**src/rtl/person_target_lock_defines.svh**
```systemverilog
// Assertion macros shared by the target lock RTL.
// Included by modules that check their own invariants; no other dependencies.
`ifndef PERSON_TARGET_LOCK_DEFINES_SVH
`define PERSON_TARGET_LOCK_DEFINES_SVH

// Same-cycle implication, idle during reset.
`define PTL_ASSERT_IMP(label, clk, rst_n, ante, cons, msg) \
    label: assert property (@(posedge clk) disable iff (!rst_n) (ante) |-> (cons)) \
        else $error(msg);

// Next-cycle implication, idle during reset.
`define PTL_ASSERT_NXT(label, clk, rst_n, ante, cons, msg) \
    label: assert property (@(posedge clk) disable iff (!rst_n) (ante) |=> (cons)) \
        else $error(msg);

`endif

```
**src/rtl/ptl_pkg.sv**
```systemverilog
// Shared types, constants and width helpers for the target lock block.
// No dependencies; used by every module under rtl.
package ptl_pkg;

    localparam int ID_BITS      = 32;
    localparam int LIMB_BITS    = 4;
    localparam int MARGIN_BITS  = 13;
    localparam int CFG_IDX_BITS = 3;
    localparam int QUEUE_DEPTH  = 4;

    typedef enum logic [CFG_IDX_BITS-1:0] {
        CFG_ZONE_MIN_X,
        CFG_ZONE_MAX_X,
        CFG_ZONE_MIN_Z,
        CFG_ZONE_MAX_Z,
        CFG_EXIT_MARGIN,
        CFG_ACQUIRE,
        CFG_GRACE,
        CFG_DROP
    } cfg_index_t;

    localparam int ZONE_MIN_X_RST  = -1000;
    localparam int ZONE_MAX_X_RST  = 1000;
    localparam int ZONE_MIN_Z_RST  = 1000;
    localparam int ZONE_MAX_Z_RST  = 3000;
    localparam int EXIT_MARGIN_RST = 300;
    localparam int ACQUIRE_RST     = 10;
    localparam int GRACE_RST       = 5;
    localparam int DROP_RST        = 30;

    // Per-slot classification produced by the front end.
    typedef struct packed {
        logic last;     // closes the frame
        logic active;   // slot holds a tracked body
        logic elig;     // may compete for candidate
        logic hold_ok;  // good enough to keep a locked target
    } slot_flags_t;

    localparam int FLAG_BITS = $bits(slot_flags_t);

    // Packed slot: flags, id, x, y, z, limbs (msb first).
    function automatic int body_bits(input int coord_bits);
        return FLAG_BITS + ID_BITS + 3 * coord_bits + LIMB_BITS;
    endfunction

    // Sum of two squared doubled offsets.
    function automatic int dist_bits(input int coord_bits);
        return 2 * (coord_bits + 1) + 1;
    endfunction

endpackage

```
**src/rtl/person_target_lock.sv**
```systemverilog
// Top level of the target lock block: config registers, front end, queue, back end.
// Depends on ptl_pkg, ptl_cfg, ptl_front, ptl_fifo and ptl_back.
//
//  channel | handshake             | beat
//  --------+-----------------------+----------------------------------------------
//  in      | in_valid / in_stall   | one body slot, last_slot closes the frame
//  out     | out_valid / out_stall | one result per frame
//  cfg     | cfg_wr_en             | cfg_index selects register, cfg_data value
//
// One slot per cycle while in_stall is low; the back end folds one slot each clock
// unless a closing slot waits on a stalled result. A closing slot reaches the result
// beat through the zone-compare stage and the square, sum, queue and back end registers.
// A stalled result holds the back end only on the next closing slot; the
// 4-entry queue and the front pipe keep taking slots until they fill.
// Reset clears the lock state and loads the default zone and counts.
module person_target_lock #(
    parameter int COORD_BITS = 16,
    parameter int COUNT_BITS = 10,
    localparam int CFG_BITS  = (COORD_BITS >= ptl_pkg::MARGIN_BITS) ?
                               ((COORD_BITS >= COUNT_BITS) ? COORD_BITS : COUNT_BITS) :
                               ((ptl_pkg::MARGIN_BITS >= COUNT_BITS) ?
                                ptl_pkg::MARGIN_BITS : COUNT_BITS)
) (
    input  logic                              clk,
    input  logic                              rst_n,
    input  logic                              cfg_wr_en,
    input  logic [ptl_pkg::CFG_IDX_BITS-1:0]  cfg_index,
    input  logic [CFG_BITS-1:0]               cfg_data,
    input  logic                              in_valid,
    output logic                              in_stall,
    input  logic                              slot_active,
    input  logic [ptl_pkg::ID_BITS-1:0]       body_id,
    input  logic                              core_ok,
    input  logic                              hip_finite,
    input  logic signed [COORD_BITS-1:0]      hip_x,
    input  logic signed [COORD_BITS-1:0]      hip_y,
    input  logic signed [COORD_BITS-1:0]      hip_z,
    input  logic [ptl_pkg::LIMB_BITS-1:0]     limb_mask,
    input  logic                              last_slot,
    output logic                              out_valid,
    input  logic                              out_stall,
    output logic                              person_tracked,
    output logic [ptl_pkg::ID_BITS-1:0]       locked_id,
    output logic signed [COORD_BITS-1:0]      out_hip_x,
    output logic signed [COORD_BITS-1:0]      out_hip_y,
    output logic signed [COORD_BITS-1:0]      out_hip_z,
    output logic [ptl_pkg::LIMB_BITS-1:0]     out_limbs,
    output logic [COUNT_BITS-1:0]             candidate_progress
);

    localparam int BODY_BITS = ptl_pkg::body_bits(COORD_BITS);
    localparam int DIST_BITS = ptl_pkg::dist_bits(COORD_BITS);
    localparam int Q_BITS    = BODY_BITS + DIST_BITS;

    logic signed [COORD_BITS-1:0]    zone_min_x, zone_max_x, zone_min_z, zone_max_z;
    logic [ptl_pkg::MARGIN_BITS-1:0] exit_margin;
    logic [COUNT_BITS-1:0]           acquire_count, grace_count, drop_count;

    logic                 q_push, q_ready, q_valid, q_pop;
    logic [BODY_BITS-1:0] f_body, b_body;
    logic [DIST_BITS-1:0] f_dist, b_dist;
    logic [Q_BITS-1:0]    q_out;

    ptl_cfg #(
        .COORD_BITS (COORD_BITS),
        .COUNT_BITS (COUNT_BITS),
        .CFG_BITS   (CFG_BITS)
    ) u_cfg (
        .clk           (clk),
        .rst_n         (rst_n),
        .cfg_wr_en     (cfg_wr_en),
        .cfg_index     (cfg_index),
        .cfg_data      (cfg_data),
        .zone_min_x    (zone_min_x),
        .zone_max_x    (zone_max_x),
        .zone_min_z    (zone_min_z),
        .zone_max_z    (zone_max_z),
        .exit_margin   (exit_margin),
        .acquire_count (acquire_count),
        .grace_count   (grace_count),
        .drop_count    (drop_count)
    );

    ptl_front #(
        .COORD_BITS (COORD_BITS)
    ) u_front (
        .clk         (clk),
        .rst_n       (rst_n),
        .in_valid    (in_valid),
        .in_stall    (in_stall),
        .slot_active (slot_active),
        .body_id     (body_id),
        .core_ok     (core_ok),
        .hip_finite  (hip_finite),
        .hip_x       (hip_x),
        .hip_y       (hip_y),
        .hip_z       (hip_z),
        .limb_mask   (limb_mask),
        .last_slot   (last_slot),
        .zone_min_x  (zone_min_x),
        .zone_max_x  (zone_max_x),
        .zone_min_z  (zone_min_z),
        .zone_max_z  (zone_max_z),
        .exit_margin (exit_margin),
        .q_ready     (q_ready),
        .q_push      (q_push),
        .q_body      (f_body),
        .q_dist      (f_dist)
    );

    ptl_fifo #(
        .WIDTH (Q_BITS)
    ) u_fifo (
        .clk       (clk),
        .rst_n     (rst_n),
        .push      (q_push),
        .push_data ({f_body, f_dist}),
        .ready     (q_ready),
        .valid     (q_valid),
        .pop       (q_pop),
        .pop_data  (q_out)
    );

    assign b_body = q_out[Q_BITS-1 -: BODY_BITS];
    assign b_dist = q_out[DIST_BITS-1:0];

    ptl_back #(
        .COORD_BITS (COORD_BITS),
        .COUNT_BITS (COUNT_BITS)
    ) u_back (
        .clk                (clk),
        .rst_n              (rst_n),
        .q_valid            (q_valid),
        .q_pop              (q_pop),
        .q_body             (b_body),
        .q_dist             (b_dist),
        .acquire_count      (acquire_count),
        .grace_count        (grace_count),
        .drop_count         (drop_count),
        .out_valid          (out_valid),
        .out_stall          (out_stall),
        .person_tracked     (person_tracked),
        .locked_id          (locked_id),
        .out_hip_x          (out_hip_x),
        .out_hip_y          (out_hip_y),
        .out_hip_z          (out_hip_z),
        .out_limbs          (out_limbs),
        .candidate_progress (candidate_progress)
    );

endmodule

```
**src/rtl/ptl_cfg.sv**
```systemverilog
// Configuration register file for the target lock block.
// Depends on ptl_pkg for register indexes and reset values.
module ptl_cfg #(
    parameter int COORD_BITS = 16,
    parameter int COUNT_BITS = 10,
    parameter int CFG_BITS   = 16
) (
    input  logic                                 clk,
    input  logic                                 rst_n,
    input  logic                                 cfg_wr_en,
    input  logic [ptl_pkg::CFG_IDX_BITS-1:0]     cfg_index,
    input  logic [CFG_BITS-1:0]                  cfg_data,
    output logic signed [COORD_BITS-1:0]         zone_min_x,
    output logic signed [COORD_BITS-1:0]         zone_max_x,
    output logic signed [COORD_BITS-1:0]         zone_min_z,
    output logic signed [COORD_BITS-1:0]         zone_max_z,
    output logic [ptl_pkg::MARGIN_BITS-1:0]      exit_margin,
    output logic [COUNT_BITS-1:0]                acquire_count,
    output logic [COUNT_BITS-1:0]                grace_count,
    output logic [COUNT_BITS-1:0]                drop_count
);

    logic signed [COORD_BITS-1:0]    zone_min_x_reg;
    logic signed [COORD_BITS-1:0]    zone_max_x_reg;
    logic signed [COORD_BITS-1:0]    zone_min_z_reg;
    logic signed [COORD_BITS-1:0]    zone_max_z_reg;
    logic [ptl_pkg::MARGIN_BITS-1:0] exit_margin_reg;
    logic [COUNT_BITS-1:0]           acquire_reg;
    logic [COUNT_BITS-1:0]           grace_reg;
    logic [COUNT_BITS-1:0]           drop_reg;

    always_ff @(posedge clk or negedge rst_n)
    begin
        if (!rst_n)
        begin
            zone_min_x_reg  <= COORD_BITS'(ptl_pkg::ZONE_MIN_X_RST);
            zone_max_x_reg  <= COORD_BITS'(ptl_pkg::ZONE_MAX_X_RST);
            zone_min_z_reg  <= COORD_BITS'(ptl_pkg::ZONE_MIN_Z_RST);
            zone_max_z_reg  <= COORD_BITS'(ptl_pkg::ZONE_MAX_Z_RST);
            exit_margin_reg <= ptl_pkg::MARGIN_BITS'(ptl_pkg::EXIT_MARGIN_RST);
            acquire_reg     <= COUNT_BITS'(ptl_pkg::ACQUIRE_RST);
            grace_reg       <= COUNT_BITS'(ptl_pkg::GRACE_RST);
            drop_reg        <= COUNT_BITS'(ptl_pkg::DROP_RST);
        end
        else if (cfg_wr_en)
        begin
            unique case (ptl_pkg::cfg_index_t'(cfg_index))
                ptl_pkg::CFG_ZONE_MIN_X:  zone_min_x_reg  <= cfg_data[COORD_BITS-1:0];
                ptl_pkg::CFG_ZONE_MAX_X:  zone_max_x_reg  <= cfg_data[COORD_BITS-1:0];
                ptl_pkg::CFG_ZONE_MIN_Z:  zone_min_z_reg  <= cfg_data[COORD_BITS-1:0];
                ptl_pkg::CFG_ZONE_MAX_Z:  zone_max_z_reg  <= cfg_data[COORD_BITS-1:0];
                ptl_pkg::CFG_EXIT_MARGIN: exit_margin_reg <= cfg_data[ptl_pkg::MARGIN_BITS-1:0];
                ptl_pkg::CFG_ACQUIRE:     acquire_reg     <= cfg_data[COUNT_BITS-1:0];
                ptl_pkg::CFG_GRACE:       grace_reg       <= cfg_data[COUNT_BITS-1:0];
                ptl_pkg::CFG_DROP:        drop_reg        <= cfg_data[COUNT_BITS-1:0];
            endcase
        end
    end

    assign zone_min_x    = zone_min_x_reg;
    assign zone_max_x    = zone_max_x_reg;
    assign zone_min_z    = zone_min_z_reg;
    assign zone_max_z    = zone_max_z_reg;
    assign exit_margin   = exit_margin_reg;
    assign acquire_count = acquire_reg;
    assign grace_count   = grace_reg;
    assign drop_count    = drop_reg;

endmodule

```
**src/rtl/ptl_front.sv**
```systemverilog
// Front end: accepts body slots, classifies them against the zones and
// computes four times the squared x-z distance to the zone centre. Depends on ptl_pkg.
module ptl_front #(
    parameter int COORD_BITS = 16
) (
    input  logic                                       clk,
    input  logic                                       rst_n,
    input  logic                                       in_valid,
    output logic                                       in_stall,
    input  logic                                       slot_active,
    input  logic [ptl_pkg::ID_BITS-1:0]                body_id,
    input  logic                                       core_ok,
    input  logic                                       hip_finite,
    input  logic signed [COORD_BITS-1:0]               hip_x,
    input  logic signed [COORD_BITS-1:0]               hip_y,
    input  logic signed [COORD_BITS-1:0]               hip_z,
    input  logic [ptl_pkg::LIMB_BITS-1:0]              limb_mask,
    input  logic                                       last_slot,
    input  logic signed [COORD_BITS-1:0]               zone_min_x,
    input  logic signed [COORD_BITS-1:0]               zone_max_x,
    input  logic signed [COORD_BITS-1:0]               zone_min_z,
    input  logic signed [COORD_BITS-1:0]               zone_max_z,
    input  logic [ptl_pkg::MARGIN_BITS-1:0]            exit_margin,
    input  logic                                       q_ready,
    output logic                                       q_push,
    output logic [ptl_pkg::body_bits(COORD_BITS)-1:0]  q_body,
    output logic [ptl_pkg::dist_bits(COORD_BITS)-1:0]  q_dist
);

    localparam int BODY_BITS = ptl_pkg::body_bits(COORD_BITS);
    localparam int DIST_BITS = ptl_pkg::dist_bits(COORD_BITS);
    localparam int DIFF_BITS = COORD_BITS + 2;
    localparam int SQ_BITS   = 2 * (COORD_BITS + 1);
    localparam int EXT_BITS  = ((COORD_BITS > ptl_pkg::MARGIN_BITS) ?
                                COORD_BITS : ptl_pkg::MARGIN_BITS) + 2;

    logic                         adv;
    ptl_pkg::slot_flags_t         flags_c;
    logic [BODY_BITS-1:0]         body_c;
    logic                         in_zone_c;
    logic                         in_exit_c;
    logic signed [EXT_BITS-1:0]   x_e, z_e, minx_e, maxx_e, minz_e, maxz_e, mg_e;
    logic signed [DIFF_BITS-1:0]  x_d, z_d, minx_d, maxx_d, minz_d, maxz_d;
    logic signed [DIFF_BITS-1:0]  dx_c, dz_c;
    logic signed [2*DIFF_BITS-1:0] sqx_full, sqz_full;

    logic                         s1_valid_reg, s2_valid_reg, s3_valid_reg;
    logic [BODY_BITS-1:0]         s1_body_reg, s2_body_reg, s3_body_reg;
    logic signed [DIFF_BITS-1:0]  s1_dx_reg, s1_dz_reg;
    logic [SQ_BITS-1:0]           s2_sqx_reg, s2_sqz_reg;
    logic [DIST_BITS-1:0]         s3_dist_reg;

    // Whole pipe moves together; hold only when the queue cannot take stage 3.
    assign in_stall = s3_valid_reg && !q_ready;
    assign adv      = !in_stall;

    always_comb
    begin
        x_e    = {{(EXT_BITS-COORD_BITS){hip_x[COORD_BITS-1]}}, hip_x};
        z_e    = {{(EXT_BITS-COORD_BITS){hip_z[COORD_BITS-1]}}, hip_z};
        minx_e = {{(EXT_BITS-COORD_BITS){zone_min_x[COORD_BITS-1]}}, zone_min_x};
        maxx_e = {{(EXT_BITS-COORD_BITS){zone_max_x[COORD_BITS-1]}}, zone_max_x};
        minz_e = {{(EXT_BITS-COORD_BITS){zone_min_z[COORD_BITS-1]}}, zone_min_z};
        maxz_e = {{(EXT_BITS-COORD_BITS){zone_max_z[COORD_BITS-1]}}, zone_max_z};
        mg_e   = {{(EXT_BITS-ptl_pkg::MARGIN_BITS){1'b0}}, exit_margin};

        in_zone_c = (hip_x >= zone_min_x) && (hip_x <= zone_max_x) &&
                    (hip_z >= zone_min_z) && (hip_z <= zone_max_z);
        in_exit_c = (x_e >= minx_e - mg_e) && (x_e <= maxx_e + mg_e) &&
                    (z_e >= minz_e - mg_e) && (z_e <= maxz_e + mg_e);

        flags_c.last    = last_slot;
        flags_c.active  = slot_active;
        flags_c.elig    = slot_active && core_ok && hip_finite && in_zone_c;
        flags_c.hold_ok = core_ok && hip_finite && in_exit_c;

        body_c = {flags_c, body_id, hip_x, hip_y, hip_z, limb_mask};

        // Offsets from the doubled zone centre.
        x_d    = {{(DIFF_BITS-COORD_BITS){hip_x[COORD_BITS-1]}}, hip_x};
        z_d    = {{(DIFF_BITS-COORD_BITS){hip_z[COORD_BITS-1]}}, hip_z};
        minx_d = {{(DIFF_BITS-COORD_BITS){zone_min_x[COORD_BITS-1]}}, zone_min_x};
        maxx_d = {{(DIFF_BITS-COORD_BITS){zone_max_x[COORD_BITS-1]}}, zone_max_x};
        minz_d = {{(DIFF_BITS-COORD_BITS){zone_min_z[COORD_BITS-1]}}, zone_min_z};
        maxz_d = {{(DIFF_BITS-COORD_BITS){zone_max_z[COORD_BITS-1]}}, zone_max_z};
        dx_c   = (x_d <<< 1) - (minx_d + maxx_d);
        dz_c   = (z_d <<< 1) - (minz_d + maxz_d);

        sqx_full = s1_dx_reg * s1_dx_reg;
        sqz_full = s1_dz_reg * s1_dz_reg;
    end

    always_ff @(posedge clk or negedge rst_n)
    begin
        if (!rst_n)
        begin
            s1_valid_reg <= 1'b0;
            s2_valid_reg <= 1'b0;
            s3_valid_reg <= 1'b0;
        end
        else if (adv)
        begin
            s1_valid_reg <= in_valid;
            s2_valid_reg <= s1_valid_reg;
            s3_valid_reg <= s2_valid_reg;
        end
    end

    always_ff @(posedge clk)
    begin
        if (adv)
        begin
            s1_body_reg <= body_c;
            s1_dx_reg   <= dx_c;
            s1_dz_reg   <= dz_c;
            s2_body_reg <= s1_body_reg;
            s2_sqx_reg  <= sqx_full[SQ_BITS-1:0];
            s2_sqz_reg  <= sqz_full[SQ_BITS-1:0];
            s3_body_reg <= s2_body_reg;
            s3_dist_reg <= {1'b0, s2_sqx_reg} + {1'b0, s2_sqz_reg};
        end
    end

    assign q_push = s3_valid_reg && q_ready;
    assign q_body = s3_body_reg;
    assign q_dist = s3_dist_reg;

endmodule

```
**src/rtl/ptl_fifo.sv**
```systemverilog
// Short queue between the front end and the back end.
// Depends on ptl_pkg for its depth.
module ptl_fifo #(
    parameter int WIDTH = 8
) (
    input  logic             clk,
    input  logic             rst_n,
    input  logic             push,
    input  logic [WIDTH-1:0] push_data,
    output logic             ready,
    output logic             valid,
    input  logic             pop,
    output logic [WIDTH-1:0] pop_data
);

    localparam int DEPTH    = ptl_pkg::QUEUE_DEPTH;
    localparam int PTR_BITS = $clog2(DEPTH);
    localparam int CNT_BITS = $clog2(DEPTH + 1);

    logic [WIDTH-1:0]    mem [DEPTH];
    logic [PTR_BITS-1:0] wr_ptr_reg, rd_ptr_reg;
    logic [CNT_BITS-1:0] count_reg;

    assign ready    = (count_reg != CNT_BITS'(DEPTH));
    assign valid    = (count_reg != '0);
    assign pop_data = mem[rd_ptr_reg];

    always_ff @(posedge clk)
    begin
        if (push)
        begin
            mem[wr_ptr_reg] <= push_data;
        end
    end

    always_ff @(posedge clk or negedge rst_n)
    begin
        if (!rst_n)
        begin
            wr_ptr_reg <= '0;
            rd_ptr_reg <= '0;
            count_reg  <= '0;
        end
        else
        begin
            if (push)
            begin
                wr_ptr_reg <= (wr_ptr_reg == PTR_BITS'(DEPTH - 1)) ? '0 : wr_ptr_reg + 1'b1;
            end
            if (pop)
            begin
                rd_ptr_reg <= (rd_ptr_reg == PTR_BITS'(DEPTH - 1)) ? '0 : rd_ptr_reg + 1'b1;
            end
            unique case ({push, pop})
                2'b10:   count_reg <= count_reg + 1'b1;
                2'b01:   count_reg <= count_reg - 1'b1;
                default: count_reg <= count_reg;
            endcase
        end
    end

endmodule

```
**src/rtl/ptl_back.sv**
```systemverilog
// Back end: folds classified slots into the per-frame best and target match,
// updates the lock state at frame end and holds the result beat.
// Depends on ptl_pkg and person_target_lock_defines.svh.
`include "person_target_lock_defines.svh"

module ptl_back #(
    parameter int COORD_BITS = 16,
    parameter int COUNT_BITS = 10
) (
    input  logic                                       clk,
    input  logic                                       rst_n,
    input  logic                                       q_valid,
    output logic                                       q_pop,
    input  logic [ptl_pkg::body_bits(COORD_BITS)-1:0]  q_body,
    input  logic [ptl_pkg::dist_bits(COORD_BITS)-1:0]  q_dist,
    input  logic [COUNT_BITS-1:0]                      acquire_count,
    input  logic [COUNT_BITS-1:0]                      grace_count,
    input  logic [COUNT_BITS-1:0]                      drop_count,
    output logic                                       out_valid,
    input  logic                                       out_stall,
    output logic                                       person_tracked,
    output logic [ptl_pkg::ID_BITS-1:0]                locked_id,
    output logic signed [COORD_BITS-1:0]               out_hip_x,
    output logic signed [COORD_BITS-1:0]               out_hip_y,
    output logic signed [COORD_BITS-1:0]               out_hip_z,
    output logic [ptl_pkg::LIMB_BITS-1:0]              out_limbs,
    output logic [COUNT_BITS-1:0]                      candidate_progress
);

    localparam int BODY_BITS = ptl_pkg::body_bits(COORD_BITS);
    localparam int DIST_BITS = ptl_pkg::dist_bits(COORD_BITS);
    localparam int LIMB_BITS = ptl_pkg::LIMB_BITS;
    localparam int ID_BITS   = ptl_pkg::ID_BITS;
    localparam int LOST_BITS = COUNT_BITS + 1;

    // Slot fields
    ptl_pkg::slot_flags_t         fl;
    logic [ID_BITS-1:0]           s_id;
    logic signed [COORD_BITS-1:0] s_x, s_y, s_z;
    logic [LIMB_BITS-1:0]         s_limbs;

    // Lock state
    logic [ID_BITS-1:0]           target_reg, target_next;
    logic [ID_BITS-1:0]           cand_reg, cand_next;
    logic [COUNT_BITS-1:0]        cand_frames_reg, cand_frames_next;
    logic [LOST_BITS-1:0]         lost_reg, lost_next;
    logic signed [COORD_BITS-1:0] hip_x_reg, hip_x_next;
    logic signed [COORD_BITS-1:0] hip_y_reg, hip_y_next;
    logic signed [COORD_BITS-1:0] hip_z_reg, hip_z_next;

    // Per-frame accumulation
    logic                         best_found_reg, best_found_next;
    logic [DIST_BITS-1:0]         best_dist_reg, best_dist_next;
    logic [ID_BITS-1:0]           best_id_reg, best_id_next;
    logic signed [COORD_BITS-1:0] best_x_reg, best_x_next;
    logic signed [COORD_BITS-1:0] best_y_reg, best_y_next;
    logic signed [COORD_BITS-1:0] best_z_reg, best_z_next;
    logic [LIMB_BITS-1:0]         best_limbs_reg, best_limbs_next;
    logic                         match_found_reg, match_found_next;
    logic                         match_ok_reg, match_ok_next;
    logic signed [COORD_BITS-1:0] match_x_reg, match_x_next;
    logic signed [COORD_BITS-1:0] match_y_reg, match_y_next;
    logic signed [COORD_BITS-1:0] match_z_reg, match_z_next;
    logic [LIMB_BITS-1:0]         match_limbs_reg, match_limbs_next;

    // Result beat
    logic                         out_valid_reg, out_valid_next;
    logic                         out_tracked_reg, out_tracked_next;
    logic [LIMB_BITS-1:0]         out_limbs_reg, out_limbs_next;

    // Frame view including the current slot
    logic                         take, frame_end, better, hit;
    logic                         nb_found, nm_found, nm_ok;
    logic [DIST_BITS-1:0]         nb_dist;
    logic [ID_BITS-1:0]           nb_id;
    logic signed [COORD_BITS-1:0] nb_x, nb_y, nb_z, nm_x, nm_y, nm_z;
    logic [LIMB_BITS-1:0]         nb_limbs, nm_limbs;
    logic [COUNT_BITS-1:0]        frames_inc;
    logic [LOST_BITS-1:0]         lost_inc;

    assign fl      = ptl_pkg::slot_flags_t'(q_body[BODY_BITS-1 -: ptl_pkg::FLAG_BITS]);
    assign s_id    = q_body[LIMB_BITS + 3*COORD_BITS +: ID_BITS];
    assign s_x     = q_body[LIMB_BITS + 2*COORD_BITS +: COORD_BITS];
    assign s_y     = q_body[LIMB_BITS + COORD_BITS +: COORD_BITS];
    assign s_z     = q_body[LIMB_BITS +: COORD_BITS];
    assign s_limbs = q_body[0 +: LIMB_BITS];

    // Only the frame-closing beat needs room in the output register.
    assign take      = q_valid && (!fl.last || !out_valid_reg || !out_stall);
    assign frame_end = take && fl.last;
    assign q_pop     = take;

    always_comb
    begin
        better   = fl.elig && (!best_found_reg || (q_dist < best_dist_reg));
        nb_found = best_found_reg || better;
        nb_dist  = better ? q_dist  : best_dist_reg;
        nb_id    = better ? s_id    : best_id_reg;
        nb_x     = better ? s_x     : best_x_reg;
        nb_y     = better ? s_y     : best_y_reg;
        nb_z     = better ? s_z     : best_z_reg;
        nb_limbs = better ? s_limbs : best_limbs_reg;

        hit      = (target_reg != '0) && fl.active && !match_found_reg && (s_id == target_reg);
        nm_found = match_found_reg || hit;
        nm_ok    = hit ? fl.hold_ok : match_ok_reg;
        nm_x     = hit ? s_x     : match_x_reg;
        nm_y     = hit ? s_y     : match_y_reg;
        nm_z     = hit ? s_z     : match_z_reg;
        nm_limbs = hit ? s_limbs : match_limbs_reg;

        frames_inc = (cand_frames_reg == '1) ? cand_frames_reg : cand_frames_reg + 1'b1;
        lost_inc   = (lost_reg == '1) ? lost_reg : lost_reg + 1'b1;

        target_next      = target_reg;
        cand_next        = cand_reg;
        cand_frames_next = cand_frames_reg;
        lost_next        = lost_reg;
        hip_x_next       = hip_x_reg;
        hip_y_next       = hip_y_reg;
        hip_z_next       = hip_z_reg;

        best_found_next  = best_found_reg;
        best_dist_next   = best_dist_reg;
        best_id_next     = best_id_reg;
        best_x_next      = best_x_reg;
        best_y_next      = best_y_reg;
        best_z_next      = best_z_reg;
        best_limbs_next  = best_limbs_reg;
        match_found_next = match_found_reg;
        match_ok_next    = match_ok_reg;
        match_x_next     = match_x_reg;
        match_y_next     = match_y_reg;
        match_z_next     = match_z_reg;
        match_limbs_next = match_limbs_reg;

        out_valid_next   = out_valid_reg && out_stall;
        out_tracked_next = out_tracked_reg;
        out_limbs_next   = out_limbs_reg;

        if (take && !fl.last)
        begin
            best_found_next  = nb_found;
            best_dist_next   = nb_dist;
            best_id_next     = nb_id;
            best_x_next      = nb_x;
            best_y_next      = nb_y;
            best_z_next      = nb_z;
            best_limbs_next  = nb_limbs;
            match_found_next = nm_found;
            match_ok_next    = nm_ok;
            match_x_next     = nm_x;
            match_y_next     = nm_y;
            match_z_next     = nm_z;
            match_limbs_next = nm_limbs;
        end
        else if (frame_end)
        begin
            best_found_next  = 1'b0;
            best_dist_next   = '0;
            match_found_next = 1'b0;
            out_valid_next   = 1'b1;
            out_tracked_next = 1'b0;
            out_limbs_next   = '0;

            if (target_reg == '0)
            begin
                priority if (!nb_found)
                begin
                    cand_next        = '0;
                    cand_frames_next = '0;
                end
                else if (cand_reg != nb_id)
                begin
                    cand_next        = nb_id;
                    cand_frames_next = COUNT_BITS'(1);
                end
                else if (frames_inc >= acquire_count)
                begin
                    // Lock; a zero identity leaves the search running.
                    target_next      = nb_id;
                    lost_next        = '0;
                    cand_next        = '0;
                    cand_frames_next = '0;
                    hip_x_next       = nb_x;
                    hip_y_next       = nb_y;
                    hip_z_next       = nb_z;
                    out_limbs_next   = nb_limbs;
                    out_tracked_next = 1'b1;
                end
                else
                begin
                    cand_frames_next = frames_inc;
                end
            end
            else if (nm_found && nm_ok)
            begin
                lost_next        = '0;
                hip_x_next       = nm_x;
                hip_y_next       = nm_y;
                hip_z_next       = nm_z;
                out_limbs_next   = nm_limbs;
                out_tracked_next = 1'b1;
            end
            else if (lost_inc > {1'b0, drop_count})
            begin
                // Drop the target and forget its position.
                target_next      = '0;
                lost_next        = '0;
                cand_next        = '0;
                cand_frames_next = '0;
                hip_x_next       = '0;
                hip_y_next       = '0;
                hip_z_next       = '0;
            end
            else
            begin
                lost_next        = lost_inc;
                out_tracked_next = (lost_inc <= {1'b0, grace_count});
            end
        end
    end

    always_ff @(posedge clk or negedge rst_n)
    begin
        if (!rst_n)
        begin
            target_reg      <= '0;
            cand_reg        <= '0;
            cand_frames_reg <= '0;
            lost_reg        <= '0;
            hip_x_reg       <= '0;
            hip_y_reg       <= '0;
            hip_z_reg       <= '0;
            best_found_reg  <= 1'b0;
            best_dist_reg   <= '0;
            match_found_reg <= 1'b0;
            out_valid_reg   <= 1'b0;
        end
        else
        begin
            target_reg      <= target_next;
            cand_reg        <= cand_next;
            cand_frames_reg <= cand_frames_next;
            lost_reg        <= lost_next;
            hip_x_reg       <= hip_x_next;
            hip_y_reg       <= hip_y_next;
            hip_z_reg       <= hip_z_next;
            best_found_reg  <= best_found_next;
            best_dist_reg   <= best_dist_next;
            match_found_reg <= match_found_next;
            out_valid_reg   <= out_valid_next;
        end
    end

    always_ff @(posedge clk)
    begin
        best_id_reg     <= best_id_next;
        best_x_reg      <= best_x_next;
        best_y_reg      <= best_y_next;
        best_z_reg      <= best_z_next;
        best_limbs_reg  <= best_limbs_next;
        match_ok_reg    <= match_ok_next;
        match_x_reg     <= match_x_next;
        match_y_reg     <= match_y_next;
        match_z_reg     <= match_z_next;
        match_limbs_reg <= match_limbs_next;
        out_tracked_reg <= out_tracked_next;
        out_limbs_reg   <= out_limbs_next;
    end

    assign out_valid          = out_valid_reg;
    assign person_tracked     = out_tracked_reg;
    assign locked_id          = target_reg;
    assign out_hip_x          = hip_x_reg;
    assign out_hip_y          = hip_y_reg;
    assign out_hip_z          = hip_z_reg;
    assign out_limbs          = out_limbs_reg;
    assign candidate_progress = cand_frames_reg;

    `PTL_ASSERT_IMP(a_lock_clears_cand, clk, rst_n, target_reg != '0,
        cand_reg == '0 && cand_frames_reg == '0, "candidate kept while locked")
    `PTL_ASSERT_IMP(a_lost_needs_target, clk, rst_n, lost_reg != '0,
        target_reg != '0, "lost count without a target")
    `PTL_ASSERT_IMP(a_match_needs_target, clk, rst_n, match_found_reg,
        target_reg != '0, "target match recorded with no target")
    `PTL_ASSERT_IMP(a_limbs_imply_tracked, clk, rst_n, out_valid_reg && out_limbs_reg != '0,
        out_tracked_reg, "limb flags on an untracked result")
    `PTL_ASSERT_NXT(a_frame_end_beat, clk, rst_n, frame_end,
        out_valid_reg, "frame closed without a result beat")

endmodule
```
**config.mk**
```make
export PLATFORM = sky130hd
export DESIGN_NAME = person_target_lock
export DESIGN_NICKNAME = d
export VERILOG_FILES = /design/src/rtl/ptl_pkg.sv /design/src/rtl/person_target_lock.sv /design/src/rtl/ptl_cfg.sv /design/src/rtl/ptl_front.sv /design/src/rtl/ptl_fifo.sv /design/src/rtl/ptl_back.sv
export VERILOG_INCLUDE_DIRS = /design/src /design/src/rtl
export SDC_FILE = /design/constraint.sdc
export NUM_CORES = 2
export LEC_CHECK = 0
export ABC_AREA = 0
export BUFFER_PORTS_ARGS = -buffer_cell sky130_fd_sc_hd__clkbuf_2
export CAP_MARGIN = 20
export CORE_UTILIZATION = 45
export CTS_CLUSTER_DIAMETER = 100
export CTS_CLUSTER_SIZE = 14
export DETAILED_ROUTE_END_ITERATION = 12
export SLEW_MARGIN = 20
export SYNTH_ARGS = -nofsm -noshare
export SYNTH_HDL_FRONTEND = slang
export SYNTH_SLANG_ARGS = --single-unit
```
**constraint.sdc**
```tcl
create_clock -name clk -period 8.5 [get_ports clk]
set_clock_uncertainty 0.1 [all_clocks]
set_input_delay 0.425 -clock clk [delete_from_list [all_inputs] [get_ports clk]]
set_output_delay 0.425 -clock clk [all_outputs]
set_load 0.1 [all_outputs]
```
[After elaboration in Yosys (flattened, before gate mapping)]
Memories as Yosys holds them, arrays and structs flattened.
Index checks and enable logic that the tools add are counted.
Word-level totals
  output and inout bits: 97
  input bits: 112
  flip-flop bits (word level): 833
  memory bits (writable): 492
  logic and storage cells: 228
  memories kept: 1
Operators by class
  reduce and logical (&&, ||, !) cells: 56
  eq/ne operators: 22
  multiply operators: 2
  multiplexer cells: 74
  magnitude comparators: 12
  bitwise operators: 1
  $add $sub $neg: 15
Memories
  u_fifo.mem: depth 4, width 123, read ports 1, clocked after Yosys merged registers in 0, write ports 1, RTL line ptl_fifo.sv:20  | logic [WIDTH-1:0] mem [DEPTH];
Operators by type and width (number)
  16-bit 2-to-1 mux: 22
  32-bit 2-to-1 mux: 11
  35-bit 2-to-1 mux: 3
  11-bit 2-to-1 mux: 7
  10-bit 2-to-1 mux: 7
  18-bit by 18-bit multiplier with 34-bit output: 2
  17-bit by 17-bit subtractor with 18-bit output: 2
  34-bit by 34-bit adder with 35-bit output: 1
  35-bit < comparator: 1
  16-bit by 14-bit adder with 17-bit output: 2
  16-bit by 16-bit adder with 17-bit output: 2
  16-bit by 17-bit greater-or-equal comparator with 1-bit output: 2
  16-bit by 17-bit less-or-equal comparator with 1-bit output: 2
  16-bit by 14-bit subtractor with 17-bit output: 2
  32-bit equality test: 1
  16-bit greater-or-equal comparator: 2
  16-bit less-or-equal comparator: 2
  32-bit zero test: 1
  32-bit inequality test: 1
  32-bit nonzero test: 1
  4-bit 2-to-1 mux: 7
  1-bit logical AND: 22
  2-bit AND reduction: 10
  1-bit 2-to-1 mux: 14
  other kinds (31): 55

[Longest topological paths before layout]
An unclocked memory read counts as a cell.
  word-level depth: 9
  mapped depth: 27
  mapped depth without buffers: 25

[By module]
Synthesis repeated with hierarchy kept, for this count alone.
Unflattened totals
  cells, all modules: 6136
  area total of the unflattened synthesis: 80293.3 um^2
By module, submodules not included
  ptl_front: sequential area each 12116.6 um^2, times used 1, area each 41748.8 um^2, cells an instance 3807
  ptl_fifo: sequential area each 14949.3 um^2, times used 1, area each 18139.9 um^2, cells an instance 681
  ptl_back: sequential area each 8543.2 um^2, times used 1, area each 16223.1 um^2, cells an instance 1413
  ptl_cfg: sequential area each 2726.4 um^2, times used 1, area each 4181.5 um^2, cells an instance 235

[Least setup slack after synthesis]
Ideal clock, no wire load.
  kind: register to register
  from: reg u_fifo.count_reg[0]
  to: reg u_front.s3_body_reg[0], in the netlist u_front.q_body[0] (enable)
  data arrival time: 8993 ps
  clock period less this slack: 9838 ps
  buffers on the path: 1
  stages on the path, launching flop included: 5
  setup slack: -1338 ps
  required time: 7655 ps
  library setup time: 745 ps
  path through: dfrtp_1 > nor2_1 > and3_1 > clkbuf_1 > inv_1
Between the ends
  longest elaborated chain between the ends: 3
RTL lines
  start, declared: RTL line ptl_fifo.sv:22  | logic [CNT_BITS-1:0] count_reg;
  start signal, assigned: RTL line ptl_fifo.sv:55  | 2'b10: count_reg <= count_reg + 1'b1;
  start signal, assigned: RTL line ptl_fifo.sv:56  | 2'b01: count_reg <= count_reg - 1'b1;
  start signal, assigned: RTL line ptl_fifo.sv:57  | default: count_reg <= count_reg;
  3-bit inequality test: RTL line ptl_fifo.sv:24  | assign ready = (count_reg != CNT_BITS'(DEPTH));
  1-bit zero test: RTL line ptl_front.sv:54  | assign in_stall = s3_valid_reg && !q_ready;
  1-bit logical AND: RTL line ptl_front.sv:54
  named net in_stall: RTL line person_target_lock.sv:30  | output logic in_stall,
  end signal, assigned: RTL line ptl_front.sv:119  | s3_body_reg <= s2_body_reg;
  end, declared: RTL line ptl_front.sv:48  | logic [BODY_BITS-1:0] s1_body_reg, s2_body_reg, s3_body_reg;
The timed path passes the listed nets, and every way through them passes these cells.
A chain may end at the register's enable or synchronous reset.

[Worst setup path in the final report]
  from: reg u_front.s1_dx_reg[17]
  to: reg u_front.s2_sqx_reg[33] (data pin)
Between the ends
  longest elaborated chain between the ends: 1
RTL lines
  start, declared: RTL line ptl_front.sv:49  | logic signed [DIFF_BITS-1:0] s1_dx_reg, s1_dz_reg;
  start signal, assigned: RTL line ptl_front.sv:114  | s1_dx_reg <= dx_c;
  18-bit by 18-bit multiplier with 34-bit output: RTL line ptl_front.sv:89  | sqx_full = s1_dx_reg * s1_dx_reg;
  named net u_front.sqx_full[33]: RTL line ptl_front.sv:45  | logic signed [2*DIFF_BITS-1:0] sqx_full, sqz_full;
  end signal, assigned: RTL line ptl_front.sv:117  | s2_sqx_reg <= sqx_full[SQ_BITS-1:0];
  end, declared: RTL line ptl_front.sv:50  | logic [SQ_BITS-1:0] s2_sqx_reg, s2_sqz_reg;
The timed path passes the listed nets, and every way through them passes these cells.

==> impl_metrics.toml <==
[run]
cap_violations = 0

[detailed_routing]
drt_first_pass_iters = 7
totalWireLength_um = 185000
drt-vias-per-instance = 5.30
drt_iter0_drc = 3332
wire_per_inst_um = 20.4
postRouteAntennaNets = 0
drcViolationCount = 0
route.vias.total = 48000

[global_route]
met3_usage_pct = 2.67
use_met2_pct = 35.8
grt_pass1_vias = 50800
grt_overflow_total = 0
grt_pass1_wl_um = 292000
grt.busiest_layer = "met2"
antenna_found_initial = 5
grt_usage_pct = 20.9
grt_max_degree = 154
gr-usage-met1_pct = 27.6

[floorplanning]
die_x_um = 425
die_h_um = 425
core_um2 = 178000
ioPinCount = 209
die_area_um2 = 181000
num_rows = 155
initial_utilization_pct = 45.3

[sta]
worst_pin_slew_ns = 1.08
rsz0062_at_grt = "no"
fin_crit_sh_pct = 87.8
hold_viol_final = 0
period_needed_ns = 7.46
setup_viol = 0
setup_tns_ns = 0
maxSlewViolCount = 0
max_slew_margin_pct = 28.3
fmax_ghz = 0.134

[placed_design]
port_buffers = 208
dp_hpwl_um = 134000
globalplace.congestion = 0.862

[yosys]
synth_simple_gate_area_share_pct = 7.37
yosysTopAreaCell = "edfxtp_1"
synthesis.area_um2 = 80700
syn_avg_cell_area_um2 = 12.8
synthArstFlopShare_pct = 21.8
syn_nets = 7548
synth_top_family_by_area = "adder cells"
synth-edff-count = 1035
synth_fa_ha_area_share_pct = 23.1
ys_seq_area_share_pct = 47.5
yosys.area.top_type_share_pct = 38.5
syn_inst = 6311
muxShareOfSynthArea_pct = 6.95
yosys_register_bits = 1323
synthXorXnorAreaFrac_pct = 3.04
synth-compound-area-share_pct = 6.26
yosysWarningCount = 0
synthFlopType = "edfxtp_1"
synth_cell_types = 82
yosys-top-cells-area = "edfxtp_1 (39%), fa_1 (15%), ha_1 (8.1%)"

[run_status]
status = "completed"

[worst_hold_path]
hold_class = "input pin to flip-flop"
hold_start = "cfg_data[9]"
holdPathStages = 3
hold_path_end = "u_cfg.zone_max_x[9]"

[clock_network]
cts_resized = 0
htree_levels = 3
cts_buffer_depth = 3
post_cts_buffers = 0
cts_made_buffers = 105
cts_tree = "yes"
cts.hold.buffers_added = 97
clockRootBuffer = "clkbuf_16"
clk_pin_slew_ns = 0.08
cts_sinks = 1323
clkLatencyLatePin_ns = 0.74

[cells_and_area]
area_growth_pct = 9.76
drive_above_1_share_pct = 11.8
final_nets = 7840
largest_reg_flops = 492
largest_register = "u_fifo.mem"

[critical_path]
cp_max_fo = 21
cp.required_ns = 8.87
cp-startpoint = "u_front.s1_dx_reg[17]"
worstSetupStartpointType = "flip-flop"
r2r-start = "u_front.s1_dx_reg[17]"
endpoint_kind = "flip-flop"
critPathKind = "flip-flop to flip-flop"
rrSetupSlack_ns = 1.04
rr_worst_depth = 23
worstPathArrival_ns = 7.84
reg2reg_to = "u_front.s2_sqx_reg[33]"
-- cell families (layout without fill, tap and decap cells) --
logic type / count (synthesis) / count (layout)
compound gates: 755 / 755
xor+xnor: 280 / 280
fa+ha+maj: 1125 / 1125
buf+inv: 1225 / 1608
flops: 1323 / 1323
mux: 375 / 375
other cells: 0 / 2
simple gates: 1228 / 1228
-- metrics by stage --
| step | std cells | hold slack [ns] | instance area (um^2) | utilization [%] | setup WS [ns] |
|---|---|---|---|---|---|
| after floorplan | 6311 | 0.0294 | 80700 | - | 0.562 |
| after global placement | 8753 | 0.292 | 84500 | 47.4 | 1.18 |
| after detailed placement | 8753 | 0.297 | 84500 | 47.4 | 1.03 |
| after CTS | 9048 | 0.0180 | 88600 | 49.7 | 0.992 |
| after global routing | 9051 | 0.0703 | 88600 | 49.7 | 0.489 |
| final | 9051 | 0.0786 | 88600 | 49.7 | 1.04 |
-- layout make-up --
type | count | area, um^2
antenna | 2 | 5.00
clock buffer | 189 | 2950
clock inverter | 9 | 136
fill | 15500 | 89600
inverter | 1050 | 3950
multi-input combinational | 3763 | 37800
sequential | 1323 | 38300
tap | 2355 | 2950
timing repair buffer | 360 | 2490
-- cell usage after synthesis, types with 10 or more instances --
library cell,number
mux2_4,20
a21boi_0,12
a211o_1,10
a21o_1,64
or2_2,12
and3_1,28
a221oi_1,10
nand2_1,472
and2_1,104
clkbuf_1,121
buf_1,22
edfxtp_1,1035
o211ai_1,18
o22ai_1,12
a211oi_1,23
inv_1,1049
mux2_2,190
o21bai_1,17
nor2b_1,46
dfrtp_1,249
nand4_1,58
o2bb2ai_1,73
dfstp_2,39
nor4_1,21
a21oi_1,168
xor2_1,82
o21ai_0,165
a31oi_1,15
mux4_2,121
o31ai_1,29
ha_1,520
nor3_1,59
xnor2_1,198
mux2i_1,44
o21a_1,52
nor2_1,172
buf_2,22
or3_1,13
nand3_1,121
fa_1,605
nand2b_1,88
-- worst max-delay path by stage --
stage	endpoint	slack, ns	cells after the start
3_5_place_dp	u_front.s2_sqx_reg[33]	1.03	23
2_1_floorplan	u_front.q_body[0]	0.56	4
4_1_cts	u_front.s2_sqx_reg[33]	0.99	23
5_1_grt	u_front.s2_sqz_reg[32]	0.49	20
3_3_place_gp	u_front.s2_sqx_reg[33]	1.18	22
6_report	u_front.s2_sqx_reg[33]	1.04	23
-- metal layers --
| metal | share of wire (%) | vias to the layer above |
|---|---|---|
| met5 | 0 | - |
| met4 | 3.0 | 0 |
| met3 | 4.5 | 264 |
| met2 | 49 | 1010 |
| met1 | 43 | 24500 |
| li1 | - | 22300 |
-- critical path, stage by stage (launching register included) --
cell and delay [ns]:
edfxtp_1 0.88, nand2_1 0.32, fa_1 0.72, inv_1 0.15, fa_1 0.50, inv_1 0.05
fa_1 0.50, inv_1 0.06, fa_1 0.48, fa_1 0.51, inv_1 0.05, fa_1 0.47
inv_1 0.04, ha_1 0.35, a21o_1 0.20, a21o_1 0.16, a21oi_1 0.16, o211ai_1 0.12
a221o_1 0.31, nand4bb_1 0.27, a311oi_1 0.42, o21bai_1 0.13, a21oi_1 0.18, xor2_1 0.09
-- cell usage in the layout, fill, tap and decap left out, types with 13 or more instances in the layout --
cell type         n
nand3_1         120
nor2_1          171
dfstp_2          39
xnor2_1         198
clkbuf_16       105
mux4_2          121
edfxtp_1       1035
o211ai_1         18
buf_4            50
o2bb2ai_1        73
nor2b_1          46
fa_1            605
a21o_1           64
nand4_1          58
a211oi_1         23
nand2_1         471
mux2_2          190
inv_1          1048
o31ai_1          29
nor4_1           21
or3_1            13
and3_1           24
dlygate4sd3_1    97
dfrtp_1         247
o21bai_1         17
a31oi_1          15
a21oi_1         168
clkbuf_1         83
xor2_1           82
nor3_1           57
clkbuf_2        207
mux2i_1          44
o21ai_0         165
and2_1          104
nand2b_1         88
ha_1            520
mux2_4           20
o21a_1           52
Power is not shown: default switching activity piles up to over one toggle a cycle in this logic, so the estimate is an artifact.
